<file path="src/lru_key_value_cache_assert.svh">
// Assertion macros shared by the cache RTL.
`ifndef LRU_KEY_VALUE_CACHE_ASSERT_SVH
`define LRU_KEY_VALUE_CACHE_ASSERT_SVH

// Same-cycle implication, disabled while reset is asserted.
`define LKV_ASSERT_NOW(label, ante, cons) \
  label: assert property (@(posedge clk) disable iff (!rst_n) (ante) |-> (cons)) \
    else $error("cache assertion failed");

// Next-cycle implication, disabled while reset is asserted.
`define LKV_ASSERT_NEXT(label, ante, cons) \
  label: assert property (@(posedge clk) disable iff (!rst_n) (ante) |=> (cons)) \
    else $error("cache assertion failed");

`endif

</file>
<file path="src/lkv_cache_pkg.sv">
// Constants shared by the LRU key/value cache.
`default_nettype none
package lkv_cache_pkg;

  localparam int unsigned KEY_W       = 32;
  localparam int unsigned DATA_W      = 32;
  localparam int unsigned CAP_W       = 5;
  localparam int unsigned DEF_ENTRIES = 16;

  localparam logic [CAP_W-1:0]  CAP_RESET = CAP_W'(16);
  localparam logic [DATA_W-1:0] MISS_DATA = {DATA_W{1'b1}};

  // Operation codes of an input transfer.
  localparam logic OP_READ  = 1'b0;
  localparam logic OP_WRITE = 1'b1;

endpackage
`default_nettype wire

</file>
<file path="src/lru_key_value_cache.sv">
// Top level of the fully associative LRU key/value cache.
`default_nettype none
// Fully associative key/value cache of ENTRIES entries with least-recently-used
// replacement. Keys, values and per-entry {valid, rank} metadata sit in
// memories with one read and one write port, and a single key comparator
// walks them one entry per cycle. A read transfer is one scan pass plus a
// response and returns one result; a write transfer is a lookup pass, a
// metadata update pass that ages, evicts and inserts, and a final key/value
// write, and returns nothing. The block takes one item at a time. After reset
// a clearing pass zeroes the metadata memory before the first item is
// accepted; capacity writes are taken at any time. A capacity of zero acts as
// one and a capacity above ENTRIES acts as ENTRIES.
module lru_key_value_cache
  import lkv_cache_pkg::*;
#(
  parameter int unsigned ENTRIES = DEF_ENTRIES
) (
  input  wire logic                     clk,
  input  wire logic                     rst_n,
  input  wire logic                     in_valid,
  output logic                          in_ready,
  input  wire logic                     in_operation,
  input  wire logic signed [KEY_W-1:0]  in_key,
  input  wire logic signed [DATA_W-1:0] in_value,
  output logic                          out_valid,
  input  wire logic                     out_ready,
  output logic                          out_hit,
  output logic signed [DATA_W-1:0]      out_read_data,
  input  wire logic                     cfg_valid,
  output logic                          cfg_ready,
  input  wire logic [CAP_W-1:0]         cfg_capacity
);

  `include "lru_key_value_cache_assert.svh"

  localparam int unsigned IW   = (ENTRIES > 1) ? $clog2(ENTRIES) : 1;
  localparam int unsigned CW   = $clog2(ENTRIES + 1);
  localparam int unsigned CMPW = (CW > CAP_W) ? CW : CAP_W;
  localparam int unsigned MW   = IW + 1;

  localparam logic [CW-1:0]   ENT_CW   = CW'(ENTRIES);
  localparam logic [CW-1:0]   LAST_CW  = CW'(ENTRIES - 1);
  localparam logic [CMPW-1:0] ENT_CMP  = CMPW'(ENTRIES);
  localparam logic [CMPW-1:0] ONE_CMP  = CMPW'(1);

  typedef enum logic [5:0] {
    S_CLEAR  = 6'b000001,
    S_IDLE   = 6'b000010,
    S_SCAN   = 6'b000100,
    S_UPDATE = 6'b001000,
    S_FINISH = 6'b010000,
    S_RESP   = 6'b100000
  } state_t;

  // Storage.
  logic [KEY_W-1:0]  key_mem  [ENTRIES];
  logic [DATA_W-1:0] val_mem  [ENTRIES];
  logic [MW-1:0]     meta_mem [ENTRIES];

  state_t            state_r, state_nxt;
  logic [CW-1:0]     cnt_r, cnt_nxt;
  logic              pv_r, pv_nxt;
  logic [IW-1:0]     pidx_r, pidx_nxt;
  logic [CAP_W-1:0]  cap_r;
  logic [CW-1:0]     occ_r, occ_nxt;

  logic              op_r;
  logic [KEY_W-1:0]  key_r;
  logic [DATA_W-1:0] value_r;

  logic              hit_r, hit_nxt;
  logic [IW-1:0]     hit_idx_r, hit_idx_nxt;
  logic [IW-1:0]     hit_rank_r, hit_rank_nxt;
  logic [DATA_W-1:0] hit_val_r, hit_val_nxt;
  logic              free_found_r, free_found_nxt;
  logic [IW-1:0]     free_idx_r, free_idx_nxt;
  logic              lru_found_r, lru_found_nxt;
  logic [IW-1:0]     lru_idx_r, lru_idx_nxt;

  logic              out_valid_r, out_valid_nxt;
  logic              out_hit_r;
  logic [DATA_W-1:0] out_data_r;

  logic [KEY_W-1:0]  key_q;
  logic [DATA_W-1:0] val_q;
  logic [MW-1:0]     meta_q;

  logic              issue;
  logic              pass_done;
  logic [IW-1:0]     raddr;
  logic              meta_we;
  logic [IW-1:0]     meta_waddr;
  logic [MW-1:0]     meta_wdata;
  logic              kv_we;
  logic [IW-1:0]     tgt_idx;
  logic [CMPW-1:0]   cap_eff;
  logic              in_xfer;
  logic              resp_load;

  logic              m_valid;
  logic [IW-1:0]     m_rank;
  logic [CMPW-1:0]   m_rank_inc;
  logic              m_evict;
  logic [CMPW-1:0]   occ_cmp;
  logic [CMPW-1:0]   occ_ins;

  assign in_ready      = (state_r == S_IDLE);
  assign in_xfer       = in_valid & in_ready;
  assign cfg_ready     = 1'b1;
  assign out_valid     = out_valid_r;
  assign out_hit       = out_hit_r;
  assign out_read_data = out_data_r;

  // Effective capacity: zero acts as one, values above the depth saturate.
  always_comb begin
    cap_eff = CMPW'(cap_r);
    if (cap_r == '0) begin
      cap_eff = ONE_CMP;
    end else if (cap_eff > ENT_CMP) begin
      cap_eff = ENT_CMP;
    end
  end

  // Scan sequencing: one address issued per cycle, read data registered the cycle after.
  assign issue     = (cnt_r != ENT_CW);
  assign pass_done = !issue && !pv_r;
  assign raddr     = cnt_r[IW-1:0];

  // Fields of the entry whose metadata just came out of memory.
  assign m_valid    = meta_q[IW];
  assign m_rank     = meta_q[IW-1:0];
  assign m_rank_inc = CMPW'(m_rank) + ONE_CMP;
  assign m_evict    = m_valid && (m_rank_inc >= cap_eff);

  // Slot that receives the key and value of a write.
  assign tgt_idx = hit_r ? hit_idx_r : (free_found_r ? free_idx_r : lru_idx_r);

  // Occupancy after inserting a new key, evictions included.
  assign occ_cmp = CMPW'(occ_r);
  assign occ_ins = ((occ_cmp >= cap_eff) ? (cap_eff - ONE_CMP) : occ_cmp) + ONE_CMP;

  // Metadata write port: clearing pass or the aging/eviction/insert pass.
  always_comb begin
    meta_we    = 1'b0;
    meta_waddr = pidx_r;
    meta_wdata = meta_q;
    if (state_r == S_CLEAR) begin
      meta_we    = 1'b1;
      meta_waddr = cnt_r[IW-1:0];
      meta_wdata = '0;
    end else if ((state_r == S_UPDATE) && pv_r) begin
      meta_we = 1'b1;
      if (hit_r) begin
        if (pidx_r == hit_idx_r) begin
          meta_wdata = {1'b1, {IW{1'b0}}};
        end else if (m_valid && (m_rank < hit_rank_r)) begin
          meta_wdata = {1'b1, m_rank_inc[IW-1:0]};
        end
      end else begin
        if (pidx_r == tgt_idx) begin
          meta_wdata = {1'b1, {IW{1'b0}}};
        end else if (m_evict) begin
          meta_wdata = '0;
        end else if (m_valid) begin
          meta_wdata = {1'b1, m_rank_inc[IW-1:0]};
        end
      end
    end
  end

  assign kv_we     = (state_r == S_FINISH);
  assign resp_load = (state_r == S_RESP) && (!out_valid_r || out_ready);

  // Sequencer and scan bookkeeping.
  always_comb begin
    state_nxt      = state_r;
    cnt_nxt        = cnt_r;
    pv_nxt         = 1'b0;
    pidx_nxt       = pidx_r;
    occ_nxt        = occ_r;
    hit_nxt        = hit_r;
    hit_idx_nxt    = hit_idx_r;
    hit_rank_nxt   = hit_rank_r;
    hit_val_nxt    = hit_val_r;
    free_found_nxt = free_found_r;
    free_idx_nxt   = free_idx_r;
    lru_found_nxt  = lru_found_r;
    lru_idx_nxt    = lru_idx_r;
    case (state_r)
      S_CLEAR: begin
        cnt_nxt = cnt_r + CW'(1);
        if (cnt_r == LAST_CW) begin
          state_nxt = S_IDLE;
        end
      end
      S_IDLE: begin
        if (in_xfer) begin
          state_nxt      = S_SCAN;
          cnt_nxt        = '0;
          hit_nxt        = 1'b0;
          free_found_nxt = 1'b0;
          lru_found_nxt  = 1'b0;
        end
      end
      S_SCAN: begin
        if (issue) begin
          cnt_nxt = cnt_r + CW'(1);
        end
        pv_nxt   = issue;
        pidx_nxt = raddr;
        // Compare the entry read in the previous cycle.
        if (pv_r) begin
          if (m_valid && (key_q == key_r)) begin
            hit_nxt      = 1'b1;
            hit_idx_nxt  = pidx_r;
            hit_rank_nxt = m_rank;
            hit_val_nxt  = val_q;
          end
          if (!m_valid && !free_found_r) begin
            free_found_nxt = 1'b1;
            free_idx_nxt   = pidx_r;
          end
          if (m_valid && (CW'(m_rank) + CW'(1) == occ_r)) begin
            lru_found_nxt = 1'b1;
            lru_idx_nxt   = pidx_r;
          end
        end
        if (pass_done) begin
          cnt_nxt   = '0;
          pv_nxt    = 1'b0;
          state_nxt = (op_r == OP_WRITE) ? S_UPDATE : S_RESP;
        end
      end
      S_UPDATE: begin
        if (issue) begin
          cnt_nxt = cnt_r + CW'(1);
        end
        pv_nxt   = issue;
        pidx_nxt = raddr;
        if (pass_done) begin
          pv_nxt    = 1'b0;
          state_nxt = S_FINISH;
        end
      end
      S_FINISH: begin
        if (!hit_r) begin
          occ_nxt = occ_ins[CW-1:0];
        end
        state_nxt = S_IDLE;
      end
      S_RESP: begin
        if (resp_load) begin
          state_nxt = S_IDLE;
        end
      end
      default: begin
        state_nxt = S_IDLE;
      end
    endcase
  end

  // Result register: a finished lookup waits here until transferred.
  always_comb begin
    out_valid_nxt = out_valid_r & ~out_ready;
    if (resp_load) begin
      out_valid_nxt = 1'b1;
    end
  end

  // Control registers.
  always_ff @(posedge clk) begin
    if (!rst_n) begin
      state_r      <= S_CLEAR;
      cnt_r        <= '0;
      pv_r         <= 1'b0;
      occ_r        <= '0;
      cap_r        <= CAP_RESET;
      out_valid_r  <= 1'b0;
      hit_r        <= 1'b0;
      free_found_r <= 1'b0;
      lru_found_r  <= 1'b0;
    end else begin
      state_r      <= state_nxt;
      cnt_r        <= cnt_nxt;
      pv_r         <= pv_nxt;
      occ_r        <= occ_nxt;
      out_valid_r  <= out_valid_nxt;
      hit_r        <= hit_nxt;
      free_found_r <= free_found_nxt;
      lru_found_r  <= lru_found_nxt;
      if (cfg_valid && cfg_ready) begin
        cap_r <= cfg_capacity;
      end
    end
  end

  // Payload registers.
  always_ff @(posedge clk) begin
    pidx_r     <= pidx_nxt;
    hit_idx_r  <= hit_idx_nxt;
    hit_rank_r <= hit_rank_nxt;
    hit_val_r  <= hit_val_nxt;
    free_idx_r <= free_idx_nxt;
    lru_idx_r  <= lru_idx_nxt;
    if (in_xfer) begin
      op_r    <= in_operation;
      key_r   <= in_key;
      value_r <= in_value;
    end
    if (resp_load) begin
      out_hit_r  <= hit_r;
      out_data_r <= hit_r ? hit_val_r : MISS_DATA;
    end
  end

  // Memories: registered reads at the scan address, one write port each.
  always_ff @(posedge clk) begin
    key_q  <= key_mem[raddr];
    val_q  <= val_mem[raddr];
    meta_q <= meta_mem[raddr];
  end

  always_ff @(posedge clk) begin
    if (meta_we) begin
      meta_mem[meta_waddr] <= meta_wdata;
    end
  end

  always_ff @(posedge clk) begin
    if (kv_we) begin
      key_mem[tgt_idx] <= key_r;
      val_mem[tgt_idx] <= value_r;
    end
  end

  // Checks on the sequencer.
  `LKV_ASSERT_NOW(a_occ_bound, 1'b1, occ_r <= ENT_CW)
  `LKV_ASSERT_NOW(a_insert_slot, (state_r == S_FINISH) && !hit_r,
                  free_found_r || lru_found_r)
  `LKV_ASSERT_NOW(a_no_meta_write_in_scan, state_r == S_SCAN, !meta_we)
  `LKV_ASSERT_NEXT(a_insert_occupied, (state_r == S_FINISH) && !hit_r, occ_r != '0)

endmodule
`default_nettype wire

</file>
<file path="config.mk">
export PLATFORM = sky130hd
export DESIGN_NAME = lru_key_value_cache
export DESIGN_NICKNAME = d
export VERILOG_FILES = /design/src/lkv_cache_pkg.sv /design/src/lru_key_value_cache.sv
export VERILOG_INCLUDE_DIRS = /design/src /design/src/src
export SDC_FILE = /design/constraint.sdc
export NUM_CORES = 1
export LEC_CHECK = 0
export BUFFER_PORTS_ARGS = -buffer_cell sky130_fd_sc_hd__buf_2
export CORE_AREA = 2 2 321 323
export CTS_CLUSTER_SIZE = 8
export DETAILED_ROUTE_END_ITERATION = 6
export DIE_AREA = 0 0 323 325
export GPL_ROUTABILITY_DRIVEN = 0
export PLACE_DENSITY_LB_ADDON = 0.12
export SETUP_SLACK_MARGIN = 0.1
export SYNTH_ARGS = -nofsm -noshare
export SYNTH_HDL_FRONTEND = slang
export SYNTH_SLANG_ARGS = --single-unit
</file>
<file path="constraint.sdc">
create_clock -name clk -period 10.6 [get_ports clk]
set_clock_uncertainty 0.15 [all_clocks]
set_input_delay 2.12 -clock clk [delete_from_list [all_inputs] [get_ports clk]]
set_output_delay 2.12 -clock clk [all_outputs]
set_load 0.05 [all_outputs]
</file>
==> summary by stage <==
Synthesis
In this run, synthesis produced a sequential element count of 1,348. The cell area after synthesis is 50,300 um^2. In this run, synthesis inferred between 1,000 and 1,500 flip-flops with an integrated enable. Summing the sequential cell areas from Yosys gives 78.6% of the chip area. In this run, distinct cell masters in the synthesized netlist total a little over 60. The number of nets handed over by synthesis was approximately 2,300. In the synthesized netlist the async set-or-reset flop fraction comes to 0%. During synthesis, Yosys emitted a total of 0 warnings. In this run the mean area of a mapped cell was 23.1 um^2. The number of standard cells after synthesis is around 2,200. In the synthesized netlist the dominant register cell turns out to be sky130_fd_sc_hd__edfxtp_1.

STA
The final worst setup slack is approximately 6.0 ns. For this run, the top clock speed supported by timing is roughly 220 MHz. The worst-case headroom to the max-slew limit is between 20% and 30%.

The number of hold-slack violations in the final timing report came to 0. The number of max-slew violations in the final report came to 0. Setup repair after global routing left no endpoint under its margin. The shortest clock period the worst path allows after layout is between 4 and 5 ns. The slew at the pin closest to its max-slew limit is 1.20 ns. Of the available clock period, the critical path in the final layout requires between 40 and 50%. Setup violations remaining at the end of the flow were counted as 0. The total negative slack for setup checks is 0 ns.

Setup path
The data required time of the worst path is between 8 and 9 ns. The worst path arrival time is between 2 and 2.5 ns. The slowest stage of the critical path is the sky130_fd_sc_hd__or4_4 cell. By startpoint and endpoint, the worst setup path is classified as register to output pin. The critical path endpoint category is an output pin. Of all nets on the critical path, the largest fanout is 6. Traced cell by cell, the critical path runs through or4_4 > nor2_1 > buf_2. The largest incremental delay on the critical path is roughly 0.59 ns. STA classifies the critical path startpoint as a register.

Drt
The DRC marker count from the first detailed-route iteration is 2,252. In the routed design, unresolved DRC markers number 0. The mean routed wirelength per cell is between 20 and 30 um. The final antenna-violating net count is 0. After detailed routing, the total wire length is approximately 110,000 um.

Using the TritonRoute via totals, the vias-per-cell ratio works out to about 5.8. Summing over every cut layer, the via total after detailed routing is about 23,000. The number of iterations in the first detailed-routing pass is 5.

Pwr
The combinational power share is a little over an eighth. The clock network accounts for 40.7% of the total power. The maximum vdd ir drop is ~0.20 mV. For this design the static power due to leakage is approximately 18 nW. Power comes to roughly 0.013 W. In this run the power density over the cells is approximately 230 nW/um^2. The total internal power is 0.0103 W.

The net switching fraction of the power is between 20% and 30%. The power spent charging and discharging nets is roughly 0.003 W. The sequential fraction of design power is a little under half.

Global routing
After global routing, the most crowded layer is met2. The initial antenna violation count is 0. The via count of the first global-routing pass was 24,439. Global routing consumed, on the met1 layer, approximately 30% of the routing resources. The met2 track utilization from global routing is a little over a third.

The first global-routing pass estimated 163,000 um of wire. Summed over all layers, the global routing overflow is 0. The met3 usage in global routing is under 10%. For this run, the total global-route usage over all layers was measured as between 20% and 30%. The largest net degree at the start of global routing is between 150 and 200.

Cells and area
The count of nets after finishing is 2,523. The antenna diode count is 0. Compared with the post-synthesis result, the final layout area differs by 15.5%. The post-route netlist has between 20% and 30% of its cells at a drive strength greater than 1. The final instance count without filler cells is roughly 3,900.

Placed design
In this run, placement finished with an instance count of roughly 3,600. The number of buffers inserted by port buffering is 109. At the placement stage, the worst setup path has a slack of between 6 and 7 ns. The estimated wirelength of the detail-placed design is ~55,000 um.

Clock network
At the later pin of the worst-skew pair, clock insertion delay measures approximately 0.75 ns. After clock tree synthesis, the flow added hold-fix buffers numbering 0. TritonCTS built the clock tree. The cell chosen for the clock root is sky130_fd_sc_hd__clkbuf_16. The maximum clock path buffer count is 3.

In this run the post-CTS setup repair buffer count came out at 0. Clock-pin slew was measured on the worst setup and hold paths at approximately 0.050 ns. TritonCTS created between 150 and 200 clock buffers. CTS saw ~1,300 sinks. The count of instances resized after the clock tree is built is 0. The H-tree depth is 4.

Die
The die is ~320 um wide. The number of placed I/O pins is between 100 and 150. The chip height is about 330 um.

The floorplan has between 100 and 150 rows. The initial utilization of the core area, before any placement, comes to about half. The die covers 105,000 um^2.

The core region is about 100,000 um^2.

Run
The number of maximum-capacitance violations is 0.

Status
The run finished with clean final reports.

Min path
The path class of the tightest hold or removal check is register to register.
## metrics by stage
| step | utilization (%) | area (um^2) | hold WS (ns) |
|---|---|---|---|
| 2_1_floorplan | - | 50300 | 0.236 |
| 3_3_place_gp | 52.0 | 52700 | 0.237 |
| 3_5_place_dp | 52.0 | 52700 | 0.239 |
| 4_1_cts | 57.3 | 58100 | 0.245 |
| 5_1_grt | 57.3 | 58100 | 0.257 |
| 6_report | 57.3 | 58100 | 0.250 |
## critical path, delay by kind of cell (launching register included)
kind / cells / cell delay [ns]
buf+inv: 1 / 0.33
flops: 1 / 0.36
simple gates: 2 / 0.87
## cells in the final DEF (no fill, tap or decap), types with 5 or more instances in the layout
cell type,count
sky130_fd_sc_hd__xnor2_1,17
sky130_fd_sc_hd__clkbuf_1,123
sky130_fd_sc_hd__mux2i_1,11
sky130_fd_sc_hd__a31oi_1,5
sky130_fd_sc_hd__nor3_1,11
sky130_fd_sc_hd__and3_1,7
sky130_fd_sc_hd__ha_1,19
sky130_fd_sc_hd__buf_4,41
sky130_fd_sc_hd__a21boi_0,8
sky130_fd_sc_hd__mux4_2,345
sky130_fd_sc_hd__nand3_1,7
sky130_fd_sc_hd__nor2_4,16
sky130_fd_sc_hd__clkbuf_16,190
sky130_fd_sc_hd__nand2_1,25
sky130_fd_sc_hd__a21oi_1,16
sky130_fd_sc_hd__nand3b_1,5
sky130_fd_sc_hd__dfxtp_1,90
sky130_fd_sc_hd__nand4_1,7
sky130_fd_sc_hd__nand2b_1,41
sky130_fd_sc_hd__nor2b_1,15
sky130_fd_sc_hd__buf_2,109
sky130_fd_sc_hd__o21ai_0,24
sky130_fd_sc_hd__edfxtp_1,1254
sky130_fd_sc_hd__nor2_1,33
sky130_fd_sc_hd__inv_1,19
sky130_fd_sc_hd__xor2_1,36
sky130_fd_sc_hd__nor4_1,12
## power groups by stage
stage	Clock (W)	Combinational [W]	Sequential, W
after floorplan	0	0.00144	0.00612
after global placement	0	0.00180	0.00620
after detailed placement	0	0.00181	0.00620
after CTS	0.00554	0.00182	0.00610
after global routing	0.00578	0.00192	0.00612
final	0.00542	0.00179	0.00610
## metal layers
layer	share of wire [%]	wire [um]
met5	0	0
met4	1.7	1910
met3	5.3	5750
met2	50	54700
met1	43	46800
## kinds of logic after synthesis
kind of cell    Yosys count  share of synthesized area (%)
mux                     356                           15.7
simple gates            201                           2.16
buf+inv                 112                          0.906
fa+ha+maj                19                          0.473
flops                  1348                           78.6
other cells               1                        0.00746
compound gates           89                           1.21
xor+xnor                 53                          0.923
## cell type report
class                   count  area, um^2
clock buffers             314        5230
clock inverters            10         179
fillers                  7453       43200
inverters                  21        86.3
multi-input cells         719       10400
flip-flops and latches   1348       39600
well taps                1368        1710
repair buffers            153         913
## Yosys cell counts, drive strengths merged (7+ instances only)
library cell	count	share of area, %
a21boi	10	0.15
inv	21	0.16
ha	19	0.47
nand2	25	0.19
xor2	36	0.63
buf	29	0.29
edfxtp	1254	75
nand4	7	0.087
a21oi	17	0.19
nor2b	16	0.20
xnor2	17	0.30
nor2	49	0.37
nor4	12	0.15
nand3	7	0.070
dfxtp	94	3.7
mux4	345	15
and3	7	0.087
o21ai	24	0.24
clkbuf	62	0.46
mux2i	11	0.22
nand2b	41	0.51
nor3	13	0.14
## state kept, by name (all words and copies together), names as in the netlist, 4 cells and up
register / flops
cap_r: 5
cnt_r: 5
free_idx_r: 4
hit_idx_r: 4
hit_rank_r: 4
hit_val_r: 32
key_mem: 512
key_q: 32
key_r: 32
lru_idx_r: 4
meta_mem: 80
meta_q: 5
occ_cmp: 5
out_read_data: 32
pidx_r: 4
state_r: 6
val_mem: 512
val_q: 32
value_r: 32
## final timing paths
kind | from | endpoint | slack, ns | cells after the start
hold reg to reg | val_q[31]$_DFF_P_ | hit_val_r[31]$_DFFE_PP_ | 0.25 | 0
setup reg to reg | cnt_r[0]$_SDFFE_PN0P_ | meta_mem[1][1]$_DFFE_PP_ | 6.36 | 5
setup / recovery | state_r[2]$_SDFFE_PN0P_ | in_ready | 6.03 | 3
hold / removal | val_q[31]$_DFF_P_ | hit_val_r[31]$_DFFE_PP_ | 0.25 | 0
Power figures use the tool's default switching activity.
